**config.mk**
```make
export PLATFORM = sky130hd
export DESIGN_NAME = histogram_edge_line_fit
export DESIGN_NICKNAME = d
export VERILOG_FILES = /design/src/rtl/hlf_pkg.sv /design/src/rtl/histogram_edge_line_fit.sv
export SDC_FILE = /design/constraint.sdc
export NUM_CORES = 2
export LEC_CHECK = 0
export ABC_AREA = 1
export BUFFER_PORTS_ARGS = -buffer_cell sky130_fd_sc_hd__buf_4
export CAP_MARGIN = 20
export CELL_PAD_IN_SITES_DETAIL_PLACEMENT = 0
export CELL_PAD_IN_SITES_GLOBAL_PLACEMENT = 2
export CORE_UTILIZATION = 39
export CTS_CLUSTER_SIZE = 12
export DETAILED_ROUTE_END_ITERATION = 12
export PLACE_DENSITY_LB_ADDON = 0.1
export SLEW_MARGIN = 5
export SYNTH_ARGS = -nofsm -noshare
export SYNTH_HDL_FRONTEND = slang
export SYNTH_SLANG_ARGS = --single-unit
```
**constraint.sdc**
```tcl
create_clock -name clk -period 9.35 [get_ports clk]
set_clock_uncertainty 0.05 [all_clocks]
set_input_delay 0.4675 -clock clk [delete_from_list [all_inputs] [get_ports clk]]
set_output_delay 0.4675 -clock clk [all_outputs]
set_load 0.03 [all_outputs]
```
**src/rtl/hlf_pkg.sv**
```systemverilog
// Shared types, constants and the fit step table of the histogram edge line fit.
`timescale 1ns / 1ps
package hlf_pkg;

	localparam int NUM_BINS = 512;

	localparam int IDX_W   = 10;
	localparam int CNT_W   = 24;
	localparam int EDGE_W  = 32;
	localparam int STAT_W  = 2;
	localparam int AXIS_W  = 16;
	localparam int BW_W    = 16;

	localparam int N_W     = 11;
	localparam int SX_W    = 19;
	localparam int SXX_W   = 27;
	localparam int SY_W    = 34;
	localparam int SXY_W   = 43;

	localparam int MA_W    = 27;
	localparam int MB_W    = 24;
	localparam int P_W     = MA_W + MB_W;
	localparam int CHUNK_W = MB_W;
	localparam int ACC_W   = 64;

	localparam int FRAC_W    = 12;
	localparam int TIME_SH   = 8 + FRAC_W;
	localparam int NUM_MAG_W = 62;
	localparam int M_W       = 55;
	localparam int DVD_W     = NUM_MAG_W + FRAC_W;
	localparam int DIV_CNT_W = $clog2(DVD_W);
	localparam int QC_W      = 46;

	localparam int STEP_W  = 4;
	localparam int APB_AW  = 4;
	localparam int APB_DW  = 32;

	localparam logic [STEP_W-1:0] STEP_D_DONE   = 4'd1;
	localparam logic [STEP_W-1:0] STEP_M_DONE   = 4'd5;
	localparam logic [STEP_W-1:0] STEP_NUM_DONE = 4'd9;
	localparam logic [STEP_W-1:0] STEP_SCALE    = 4'd10;
	localparam logic [STEP_W-1:0] STEP_LAST     = 4'd11;

	typedef struct packed {
		logic [IDX_W-1:0] bin_index;
		logic [CNT_W-1:0] bin_count;
		logic             last_bin;
	} bin_in_t;

	typedef struct packed {
		logic signed [EDGE_W-1:0] edge_time_q8;
		logic [STAT_W-1:0]        fit_status;
	} fit_out_t;

	typedef enum logic [STAT_W-1:0] {
		ST_OK   = 2'd0,
		ST_FEW  = 2'd1,
		ST_FLAT = 2'd2
	} status_t;

	typedef enum logic [1:0] {
		REG_FIRST = 2'd0,
		REG_LAST  = 2'd1,
		REG_AXIS  = 2'd2,
		REG_WIDTH = 2'd3
	} reg_idx_t;

	typedef enum logic [2:0] {
		A_IDX, A_N, A_SX, A_SXX, A_BW
	} a_sel_t;

	typedef enum logic [3:0] {
		B_CNT, B_IDX, B_N, B_SX, B_SXY_LO, B_SXY_HI, B_SY_LO, B_SY_HI, B_Q_LO, B_Q_HI
	} b_sel_t;

	typedef enum logic [1:0] {
		ACC_ADD, ACC_SUB, ACC_SGN
	} acc_mode_t;

	typedef struct packed {
		a_sel_t    a_sel;
		b_sel_t    b_sel;
		logic      hi;    // product weighs 2^CHUNK_W
		logic      clr;   // start a new sum
		acc_mode_t mode;
	} fit_op_t;

	// d = n*Sxx - Sx*Sx, m = n*Sxy - Sx*Sy, num = Sx*Sxy - Sxx*Sy, then x * width
	function automatic fit_op_t fit_op(input logic [STEP_W-1:0] step);
		fit_op_t op;
		op = '{A_SXX, B_N, 1'b0, 1'b1, ACC_ADD};
		case (step)
			4'd0:    op = '{A_SXX, B_N,      1'b0, 1'b1, ACC_ADD};
			4'd1:    op = '{A_SX,  B_SX,     1'b0, 1'b0, ACC_SUB};
			4'd2:    op = '{A_N,   B_SXY_LO, 1'b0, 1'b1, ACC_ADD};
			4'd3:    op = '{A_N,   B_SXY_HI, 1'b1, 1'b0, ACC_ADD};
			4'd4:    op = '{A_SX,  B_SY_LO,  1'b0, 1'b0, ACC_SUB};
			4'd5:    op = '{A_SX,  B_SY_HI,  1'b1, 1'b0, ACC_SUB};
			4'd6:    op = '{A_SX,  B_SXY_LO, 1'b0, 1'b1, ACC_ADD};
			4'd7:    op = '{A_SX,  B_SXY_HI, 1'b1, 1'b0, ACC_ADD};
			4'd8:    op = '{A_SXX, B_SY_LO,  1'b0, 1'b0, ACC_SUB};
			4'd9:    op = '{A_SXX, B_SY_HI,  1'b1, 1'b0, ACC_SUB};
			4'd10:   op = '{A_BW,  B_Q_LO,   1'b0, 1'b0, ACC_SGN};
			4'd11:   op = '{A_BW,  B_Q_HI,   1'b1, 1'b0, ACC_SGN};
			default: op = '{A_SXX, B_N,      1'b0, 1'b1, ACC_ADD};
		endcase
		return op;
	endfunction

endpackage

```
**src/rtl/histogram_edge_line_fit.sv**
```systemverilog
// Histogram edge finder: windowed least-squares line fit and zero-crossing time.
`timescale 1ns / 1ps
//
//  channel   dir  handshake               beat
//  bin       in   bin_valid / bin_ready   bin_data : bin_index, bin_count, last_bin
//  fit       out  fit_valid / fit_ready   fit_data : edge_time_q8, fit_status
//  cfg       in   APB (psel/penable)      fit_first_bin, fit_last_bin, axis_low_time,
//                                         bin_width_q8 at 0x0, 0x4, 0x8, 0xC
//
//  Sequence: a bin outside the window is taken without a sum update; a bin inside
//  it makes two passes through the shared 27x24 multiplier, then the sum update. A
//  last bin adds the fit: 12 multiply/accumulate passes (multiply, accumulate,
//  check), a restoring divider over the 74-bit dividend and the check, quotient
//  fix and done control states; a too-few, non-positive-d or zero-slope exit ends early.
//  Reset: sums, count and sequencer clear, the configuration takes its defaults at once; no clearing pass.
//  Stalls: the result sits in an output register, so bins keep flowing while it
//  waits; only a second fit result waits in the done state for the register to free.
module histogram_edge_line_fit (
	input  logic                      clk,
	input  logic                      arst_n,
	input  logic                      bin_valid,
	output logic                      bin_ready,
	input  hlf_pkg::bin_in_t          bin_data,
	output logic                      fit_valid,
	input  logic                      fit_ready,
	output hlf_pkg::fit_out_t         fit_data,
	input  logic                      psel,
	input  logic                      penable,
	input  logic                      pwrite,
	input  logic [hlf_pkg::APB_AW-1:0] paddr,
	input  logic [hlf_pkg::APB_DW-1:0] pwdata,
	output logic [hlf_pkg::APB_DW-1:0] prdata,
	output logic                      pready
);
	import hlf_pkg::*;

	// one-hot sequencer
	typedef enum logic [10:0] {
		S_IDLE  = 11'b000_0000_0001,
		S_B_XY  = 11'b000_0000_0010,
		S_B_XX  = 11'b000_0000_0100,
		S_B_ADD = 11'b000_0000_1000,
		S_F_CHK = 11'b000_0001_0000,
		S_F_MUL = 11'b000_0010_0000,
		S_F_ACC = 11'b000_0100_0000,
		S_F_EVL = 11'b000_1000_0000,
		S_DIV   = 11'b001_0000_0000,
		S_QFIX  = 11'b010_0000_0000,
		S_DONE  = 11'b100_0000_0000
	} state_t;

	state_t state_q;
	logic [STEP_W-1:0] step_q;
	logic [DIV_CNT_W-1:0] div_cnt_q;

	// configuration
	logic [IDX_W-1:0]         first_q, last_q;
	logic signed [AXIS_W-1:0] axis_q;
	logic [BW_W-1:0]          bw_q;

	// running sums
	logic [N_W-1:0]   n_q;
	logic [SX_W-1:0]  sx_q;
	logic [SXX_W-1:0] sxx_q;
	logic [SY_W-1:0]  sy_q;
	logic [SXY_W-1:0] sxy_q;

	// datapath
	bin_in_t                 bin_q;
	logic [P_W-1:0]          p_q;
	logic signed [ACC_W-1:0] acc_q;
	logic [M_W-1:0]          m_q;
	logic                    neg_q;
	logic [DVD_W-1:0]        dvd_q;
	logic [M_W-1:0]          rem_q;
	logic [EDGE_W-1:0]       res_edge_q;
	status_t                 res_status_q;
	logic                    fit_valid_q;
	fit_out_t                fit_data_q;

	// --- APB ---
	logic cfg_wr;
	assign pready = 1'b1;
	assign cfg_wr = psel && penable && pwrite;

	always_comb begin
		case (reg_idx_t'(paddr[3:2]))
			REG_FIRST: prdata = APB_DW'(first_q);
			REG_LAST:  prdata = APB_DW'(last_q);
			REG_AXIS:  prdata = {{(APB_DW-AXIS_W){axis_q[AXIS_W-1]}}, axis_q};
			REG_WIDTH: prdata = APB_DW'(bw_q);
			default:   prdata = '0;
		endcase
	end

	// --- input acceptance and window test ---
	logic bin_acc, bin_hit;
	assign bin_ready = (state_q == S_IDLE);
	assign bin_acc   = bin_valid && bin_ready;
	assign bin_hit   = (bin_data.bin_index != '0) &&
		(32'(bin_data.bin_index) <= 32'(NUM_BINS)) &&
		(bin_data.bin_index >= first_q) && (bin_data.bin_index <= last_q);

	// --- shared multiplier operand select ---
	fit_op_t op;
	a_sel_t  a_sel;
	b_sel_t  b_sel;
	logic [MA_W-1:0] mul_a;
	logic [MB_W-1:0] mul_b;
	logic [P_W-1:0]  prod;
	logic [QC_W-1:0] qc;

	// quotient magnitude clamped; beyond it the result saturates anyway
	assign qc = (|dvd_q[DVD_W-1:QC_W]) ? '1 : dvd_q[QC_W-1:0];
	assign op = fit_op(step_q);

	always_comb begin
		a_sel = op.a_sel;
		b_sel = op.b_sel;
		case (state_q)
			S_B_XY:  begin a_sel = A_IDX; b_sel = B_CNT; end
			S_B_XX:  begin a_sel = A_IDX; b_sel = B_IDX; end
			default: ;
		endcase
	end

	always_comb begin
		case (a_sel)
			A_IDX:   mul_a = MA_W'(bin_q.bin_index);
			A_N:     mul_a = MA_W'(n_q);
			A_SX:    mul_a = MA_W'(sx_q);
			A_SXX:   mul_a = MA_W'(sxx_q);
			A_BW:    mul_a = MA_W'(bw_q);
			default: mul_a = '0;
		endcase
		case (b_sel)
			B_CNT:    mul_b = bin_q.bin_count;
			B_IDX:    mul_b = MB_W'(bin_q.bin_index);
			B_N:      mul_b = MB_W'(n_q);
			B_SX:     mul_b = MB_W'(sx_q);
			B_SXY_LO: mul_b = sxy_q[CHUNK_W-1:0];
			B_SXY_HI: mul_b = MB_W'(sxy_q[SXY_W-1:CHUNK_W]);
			B_SY_LO:  mul_b = sy_q[CHUNK_W-1:0];
			B_SY_HI:  mul_b = MB_W'(sy_q[SY_W-1:CHUNK_W]);
			B_Q_LO:   mul_b = qc[CHUNK_W-1:0];
			B_Q_HI:   mul_b = MB_W'(qc[QC_W-1:CHUNK_W]);
			default:  mul_b = '0;
		endcase
	end

	assign prod = P_W'(mul_a) * P_W'(mul_b);

	// --- accumulator: registered product, shifted, added or subtracted ---
	logic [ACC_W-1:0] acc_term, acc_base, acc_nxt, acc_abs, acc_init;
	logic             acc_sub;

	assign acc_term = op.hi ? {p_q[ACC_W-CHUNK_W-1:0], {CHUNK_W{1'b0}}} : ACC_W'(p_q);
	assign acc_base = op.clr ? '0 : acc_q;
	assign acc_sub  = (op.mode == ACC_SUB) || ((op.mode == ACC_SGN) && neg_q);
	assign acc_nxt  = acc_sub ? (acc_base - acc_term) : (acc_base + acc_term);
	assign acc_abs  = acc_q[ACC_W-1] ? (~acc_q + 1'b1) : acc_q;

	// time = axis*2^20 + 2048 (round half up) - 2048*width, then + |x|*width signed
	assign acc_init = {{(ACC_W-AXIS_W-TIME_SH){axis_q[AXIS_W-1]}}, axis_q, {TIME_SH{1'b0}}}
		+ ACC_W'(1 << (FRAC_W - 1))
		- (ACC_W'(bw_q) << (FRAC_W - 1));

	// --- restoring divider step, one quotient bit per cycle ---
	logic [M_W:0]   div_sh;
	logic [M_W+1:0] div_diff;
	logic           div_take;

	assign div_sh   = {rem_q, dvd_q[DVD_W-1]};
	assign div_diff = {1'b0, div_sh} - {2'b00, m_q};
	assign div_take = !div_diff[M_W+1];

	// --- final saturation to 32 bits after the Q20 to Q8 shift ---
	logic [ACC_W-EDGE_W-FRAC_W:0] acc_top;
	logic [EDGE_W-1:0]            edge_sat;

	assign acc_top  = acc_q[ACC_W-1:EDGE_W+FRAC_W-1];
	assign edge_sat = ((&acc_top) || !(|acc_top)) ? acc_q[EDGE_W+FRAC_W-1:FRAC_W] :
		(acc_q[ACC_W-1] ? {1'b1, {(EDGE_W-1){1'b0}}} : {1'b0, {(EDGE_W-1){1'b1}}});

	// --- output register ---
	logic out_free;
	assign out_free  = !fit_valid_q || fit_ready;
	assign fit_valid = fit_valid_q;
	assign fit_data  = fit_data_q;

	// --- control, sums and configuration ---
	always_ff @(posedge clk or negedge arst_n) begin
		if (!arst_n) begin
			state_q     <= S_IDLE;
			step_q      <= '0;
			div_cnt_q   <= '0;
			fit_valid_q <= 1'b0;
			first_q     <= IDX_W'(1);
			last_q      <= IDX_W'(NUM_BINS);
			axis_q      <= '0;
			bw_q        <= BW_W'(256);
			n_q         <= '0;
			sx_q        <= '0;
			sxx_q       <= '0;
			sy_q        <= '0;
			sxy_q       <= '0;
		end else begin
			if (cfg_wr) begin
				case (reg_idx_t'(paddr[3:2]))
					REG_FIRST: first_q <= pwdata[IDX_W-1:0];
					REG_LAST:  last_q  <= pwdata[IDX_W-1:0];
					REG_AXIS:  axis_q  <= pwdata[AXIS_W-1:0];
					REG_WIDTH: bw_q    <= pwdata[BW_W-1:0];
					default:   ;
				endcase
			end

			// a new result loading in the same cycle keeps valid up
			if (fit_valid_q && fit_ready && !(state_q == S_DONE && out_free)) begin
				fit_valid_q <= 1'b0;
			end

			case (state_q)
				S_IDLE: begin
					if (bin_acc) begin
						if (bin_hit) begin
							state_q <= S_B_XY;
						end else if (bin_data.last_bin) begin
							state_q <= S_F_CHK;
						end
					end
				end
				S_B_XY: state_q <= S_B_XX;
				S_B_XX: begin
					sxy_q   <= sxy_q + p_q[SXY_W-1:0];
					state_q <= S_B_ADD;
				end
				S_B_ADD: begin
					sxx_q   <= sxx_q + p_q[SXX_W-1:0];
					sx_q    <= sx_q + SX_W'(bin_q.bin_index);
					sy_q    <= sy_q + SY_W'(bin_q.bin_count);
					n_q     <= n_q + 1'b1;
					state_q <= bin_q.last_bin ? S_F_CHK : S_IDLE;
				end
				S_F_CHK: begin
					step_q  <= '0;
					state_q <= (n_q < N_W'(2)) ? S_DONE : S_F_MUL;
				end
				S_F_MUL: state_q <= S_F_ACC;
				S_F_ACC: state_q <= S_F_EVL;
				S_F_EVL: begin
					case (step_q)
						STEP_D_DONE: begin
							step_q  <= step_q + 1'b1;
							state_q <= (acc_q[ACC_W-1] || (acc_q == '0)) ? S_DONE : S_F_MUL;
						end
						STEP_M_DONE: begin
							step_q  <= step_q + 1'b1;
							state_q <= (acc_q == '0) ? S_DONE : S_F_MUL;
						end
						STEP_NUM_DONE: begin
							div_cnt_q <= '0;
							state_q   <= S_DIV;
						end
						STEP_LAST: state_q <= S_DONE;
						default: begin
							step_q  <= step_q + 1'b1;
							state_q <= S_F_MUL;
						end
					endcase
				end
				S_DIV: begin
					div_cnt_q <= div_cnt_q + 1'b1;
					if (div_cnt_q == DIV_CNT_W'(DVD_W - 1)) begin
						state_q <= S_QFIX;
					end
				end
				S_QFIX: begin
					step_q  <= STEP_SCALE;
					state_q <= S_F_MUL;
				end
				S_DONE: begin
					if (out_free) begin
						fit_valid_q <= 1'b1;
						n_q         <= '0;
						sx_q        <= '0;
						sxx_q       <= '0;
						sy_q        <= '0;
						sxy_q       <= '0;
						state_q     <= S_IDLE;
					end
				end
				default: state_q <= S_IDLE;
			endcase
		end
	end

	// --- datapath registers ---
	always_ff @(posedge clk) begin
		if (bin_acc) begin
			bin_q <= bin_data;
		end
		if (state_q == S_DONE && out_free) begin
			fit_data_q.edge_time_q8 <= res_edge_q;
			fit_data_q.fit_status   <= res_status_q;
		end

		case (state_q)
			S_B_XY, S_B_XX, S_F_MUL: p_q <= prod;
			S_F_CHK: begin
				res_edge_q   <= '0;
				res_status_q <= ST_FEW;
			end
			S_F_ACC: acc_q <= acc_nxt;
			S_F_EVL: begin
				case (step_q)
					STEP_M_DONE: begin
						res_status_q <= ST_FLAT;
						m_q          <= acc_abs[M_W-1:0];
						neg_q        <= acc_q[ACC_W-1];
					end
					STEP_NUM_DONE: begin
						neg_q <= neg_q ^ acc_q[ACC_W-1];
						dvd_q <= {acc_abs[NUM_MAG_W-1:0], {FRAC_W{1'b0}}};
						rem_q <= '0;
					end
					STEP_LAST: begin
						res_edge_q   <= edge_sat;
						res_status_q <= ST_OK;
					end
					default: ;
				endcase
			end
			S_DIV: begin
				rem_q <= div_take ? div_diff[M_W-1:0] : div_sh[M_W-1:0];
				dvd_q <= {dvd_q[DVD_W-2:0], div_take};
			end
			S_QFIX: begin
				// floor for a negative quotient with a remainder left
				dvd_q <= dvd_q + DVD_W'(neg_q && (rem_q != '0));
				acc_q <= acc_init;
			end
			default: ;
		endcase
	end

	// --- checks ---
	a_div_nonzero: assert property (@(posedge clk) disable iff (!arst_n)
		(state_q == S_DIV) |-> (m_q != '0))
		else $error("divide with zero divisor");

	a_sums_cleared: assert property (@(posedge clk) disable iff (!arst_n)
		(state_q == S_DONE && out_free) |=> (n_q == '0 && sx_q == '0 && sxy_q == '0))
		else $error("sums not cleared after result");

	a_bad_fit_zero: assert property (@(posedge clk) disable iff (!arst_n)
		(fit_valid_q && fit_data_q.fit_status != ST_OK) |-> (fit_data_q.edge_time_q8 == '0))
		else $error("failed fit carries a nonzero time");

	a_step_range: assert property (@(posedge clk) disable iff (!arst_n)
		(state_q == S_F_MUL) |-> (step_q <= STEP_LAST))
		else $error("fit step out of range");

	a_no_overwrite: assert property (@(posedge clk) disable iff (!arst_n)
		(fit_valid_q && !fit_ready) |=> fit_valid_q)
		else $error("pending result dropped");

endmodule
```
==> metrics.md <==
| Metric | Value |
|---|---|
| Skew-Pair Late Insertion Delay | `740 ps` |
| Status | `complete, no violations` |
| Vias | `between 60,000 and 70,000` |
| Clock Path Buffers | `3` |
| Setup violators final | `0` |
| Hold Crit Class | `primary input to register` |
| Largest net degree at the start of global routing | `94` |
| Remaining Overflow, GRT | `0` |
| Most frequent CP cell | `fa_1` |
| Sequential power share | `17.7%` |
| Total Routed Length | `312 mm` |
| Total area of sequential cells | `between 15,000 and 20,000 um^2` |
| Ys Warns | `0` |
| Vias in the first global route | `66,600` |
| Ys async rst share | `34.2%` |
| Synth cell types | `75` |
| Crit-path max FO | `16` |
| Input/output buffers | `127` |
| Area of the multi-input gates | `45,100 um^2` |
| Syn nets | `around 11,000` |
| Switching pwr | `about 11,000 uW` |
| FILL cells | `approximately 19,000` |
| Crit start category | `register` |
| Core Footprint | `179,000 um^2` |
| Int Pwr | `approximately 12,000 uW` |
| Initial antenna violation count | `8` |
| Cell Area, Synth | `70,300 um^2` |
| Placed cell areas | `75,500 um^2` |
| Max stage delay on crit path | `660 ps` |
| Setup CP Type | `register to register` |
| Hold Fails Final Rpt | `0` |
| Htree depth | `3` |
| Die area | `182,000 um^2` |
| Sequential-to-total area share from yosys stat | `24.7%` |
| DRC Markers | `0` |
| Gate Count Post-Synth | `9,544` |
| Antenna Violating Nets Remaining | `0` |
| Main synth FF type | `edfxtp_1` |
| Root buffer cell | `clkbuf_16` |
| Final WS setup | `roughly 240 ps` |
| Post-DP HPWL | `257 mm` |
| Fmax | `110 MHz` |
| Setup_tns | `0 ps` |
| Routed len/inst | `25.4 um` |
| GP Congestion | `1.01` |
| Layout cells sized above 1 | `8.00%` |
| Yosys reg bits | `612` |
| Most common cell after layout, fill and taps aside | `nand2_1` |
| DR pass1 iterations | `8` |
| Die X | `approximately 430 um` |
| First-pass GRT wire length | `453 mm` |
| Sw Ratio | `49.8%` |
| Post-place setup slack | `-41.0 ps` |
| WP data arrival | `9550 ps` |
| Slew margin rel. | `around 20%` |
| Worst VDD drop | `0.516 mV` |
| PwrDens | `about 290 nW/um^2` |
| Io pins | `147` |
| Leak | `between 0.03 and 0.04 uW` |
| Initial Util | `39.3%` |
| Post-route design area | `79,100 um^2` |
| Sink Count | `~600` |
| Reg2Reg Setup Slack | `240 ps` |
| Starting DRT DRC Count | `~5,600` |
| Max-cap violations | `0` |
| CTS clk-pin slew, worst paths | `60 ps` |
| Slowest CP cell | `fa_1` |
| Commonest cells after routing, fill and taps aside | `nand2_1, inv_1, nor2_1, o21ai_0, a21oi_1` |
| Fin nets | `10,900` |
| Clock power frac | `about 15%` |
| Worst-Margin Slew | `1180 ps` |
| Avg Vias per Cell | `5.45` |
| Part of the cycle the worst path needs | `between 90% and 100%` |
| Row count | `155` |
| CP endpoint kind | `register` |
| Final max-slew violation count | `0` |
| Avg Cell Area, Syn | `7.37 um^2` |
| Chip height | `approximately 430 um` |
| P&R area growth vs syn | `12.5%` |
| Total GRT Usage | `34.1%` |
| Minimum clock period | `9110 ps` |
| Number of synthesized flops with an enable pin | `roughly 400` |
| Combinational share of power | `67.2%` |
| Inserted Clock Buffers | `83` |
| CP required | `9800 ps` |
| CTS tree | `done` |
-- power by group through the flow --
stage | Sequential (uW) | Combinational, uW | Clock, uW
after floorplan | 3840 | 8950 | 0
after global placement | 4120 | 15300 | 0
after detailed placement | 4120 | 15300 | 0
after CTS | 4070 | 15400 | 3520
after global routing | 4110 | 17100 | 3600
final | 4090 | 15500 | 3460
-- synth_stat cells, types with 42 or more instances --
| cell type | instances | area (um^2) |
|---|---|---|
| xor2_1 | 170 | 1490 |
| a31oi_1 | 64 | 400 |
| a21oi_1 | 595 | 2980 |
| edfxtp_1 | 403 | 12100 |
| xnor2_1 | 70 | 613 |
| inv_1 | 1754 | 6580 |
| nor4_1 | 55 | 344 |
| nor3_1 | 140 | 701 |
| nand2_1 | 2021 | 7590 |
| a21o_1 | 42 | 315 |
| clkbuf_1 | 112 | 420 |
| nand3_1 | 351 | 1760 |
| o22ai_1 | 55 | 344 |
| nor2_1 | 1095 | 4110 |
| fa_1 | 554 | 11100 |
| ha_1 | 435 | 5440 |
| buf_2 | 87 | 435 |
| o211ai_1 | 55 | 413 |
| nand4_1 | 130 | 813 |
| dfrtp_1 | 205 | 5130 |
| o21ai_0 | 642 | 3210 |
-- stage by stage --
stage | utilization (%) | hold slack [ps] | instances | power (uW)
global route | 44.2 | 30.1 | 12300 | 24800
global placement | 42.2 | 354 | 12100 | 19400
detailed placement | 42.2 | 355 | 12100 | 19400
finish | 44.2 | 40.5 | 12300 | 23100
floorplan | - | 122 | 9544 | 12800
CTS | 44.1 | 3.92 | 12300 | 23000
-- worst max-delay path: cells and delay by family, from the launching register on --
| kind | cells | cell delay [ps] |
|---|---|---|
| flip-flops | 1 | 430 |
| adder cells (fa/ha/maj) | 8 | 4130 |
| AND/OR/NAND/NOR | 16 | 2800 |
| buffers and inverters | 8 | 1000 |
| XOR/XNOR | 1 | 280 |
| AO/OA/AOI/OAI | 1 | 160 |
-- cell families (layout without fill, tap and decap cells) --
logic type,Yosys count,count (layout),share of synthesized area (%)
other cells,1,5,0.00533
simple gates,3958,3958,23.8
fa+ha+maj,989,989,23.5
xor+xnor,240,240,2.99
compound gates,1689,1689,13.6
flops,612,612,24.7
buf+inv,2055,2434,11.4
-- final cells by class --
class	instances	area share, %
antenna	4	0.0127
clock buffer	95	2.71
clock inverter	56	0.916
inverter	1800	8.60
multi-input combinational	6877	57.0
sequential	612	21.9
tap	2355	3.73
timing repair buffer	483	5.08
-- path summary, 6_finish.rpt --
kind,from,cells after the start,endpoint
worst min register to register,res_edge_q[16],0,fit_data[18]
min in group asynchronous,arst_n,2,sy_q[29]
worst max-delay path,state_q[10],34,p_q[35]
worst min-delay path,pwdata[8],3,axis_q[8]
worst max register to register,state_q[10],34,p_q[35]
max in group asynchronous,arst_n,4,bw_q[10]
-- routing by layer --
layer / global-route usage, % / part of all wire [%] / vias to the layer above
met3: 4.76 / 6.0 / 483
li1: - / - / 31400
met1: 45.4 / 43 / 32800
met4: 15.3 / 5.4 / 4
met5: 0 / 0.0071 / -
met2: 55.0 / 45 / 2276
-- state kept, by name, indices dropped and copies added, names as in the netlist, 11 cells and up --
name / flops
res_edge_q: 32
p_q: 51
state_q: 11
n_q: 11
fit_data: 34
sx_q: 19
axis_q: 16
rem_q: 55
acc_q: 64
dvd_q: 74
sxy_q: 43
sxx_q: 27
bw_q: 16
m_q: 55
bin_q: 35
sy_q: 34
-- what timing repair did --
item | in CTS | in global routing
buffers inserted | 0 | 9
setup endpoints to repair | 5 | 28
gates cloned | 0 | 0
hold endpoints to repair | 146 | 0
hold buffers | 45 | 0
gates resized for setup | 1 | 36
pin swaps | 0 | 4
No activity file was read; power rests on OpenSTA's default activity.
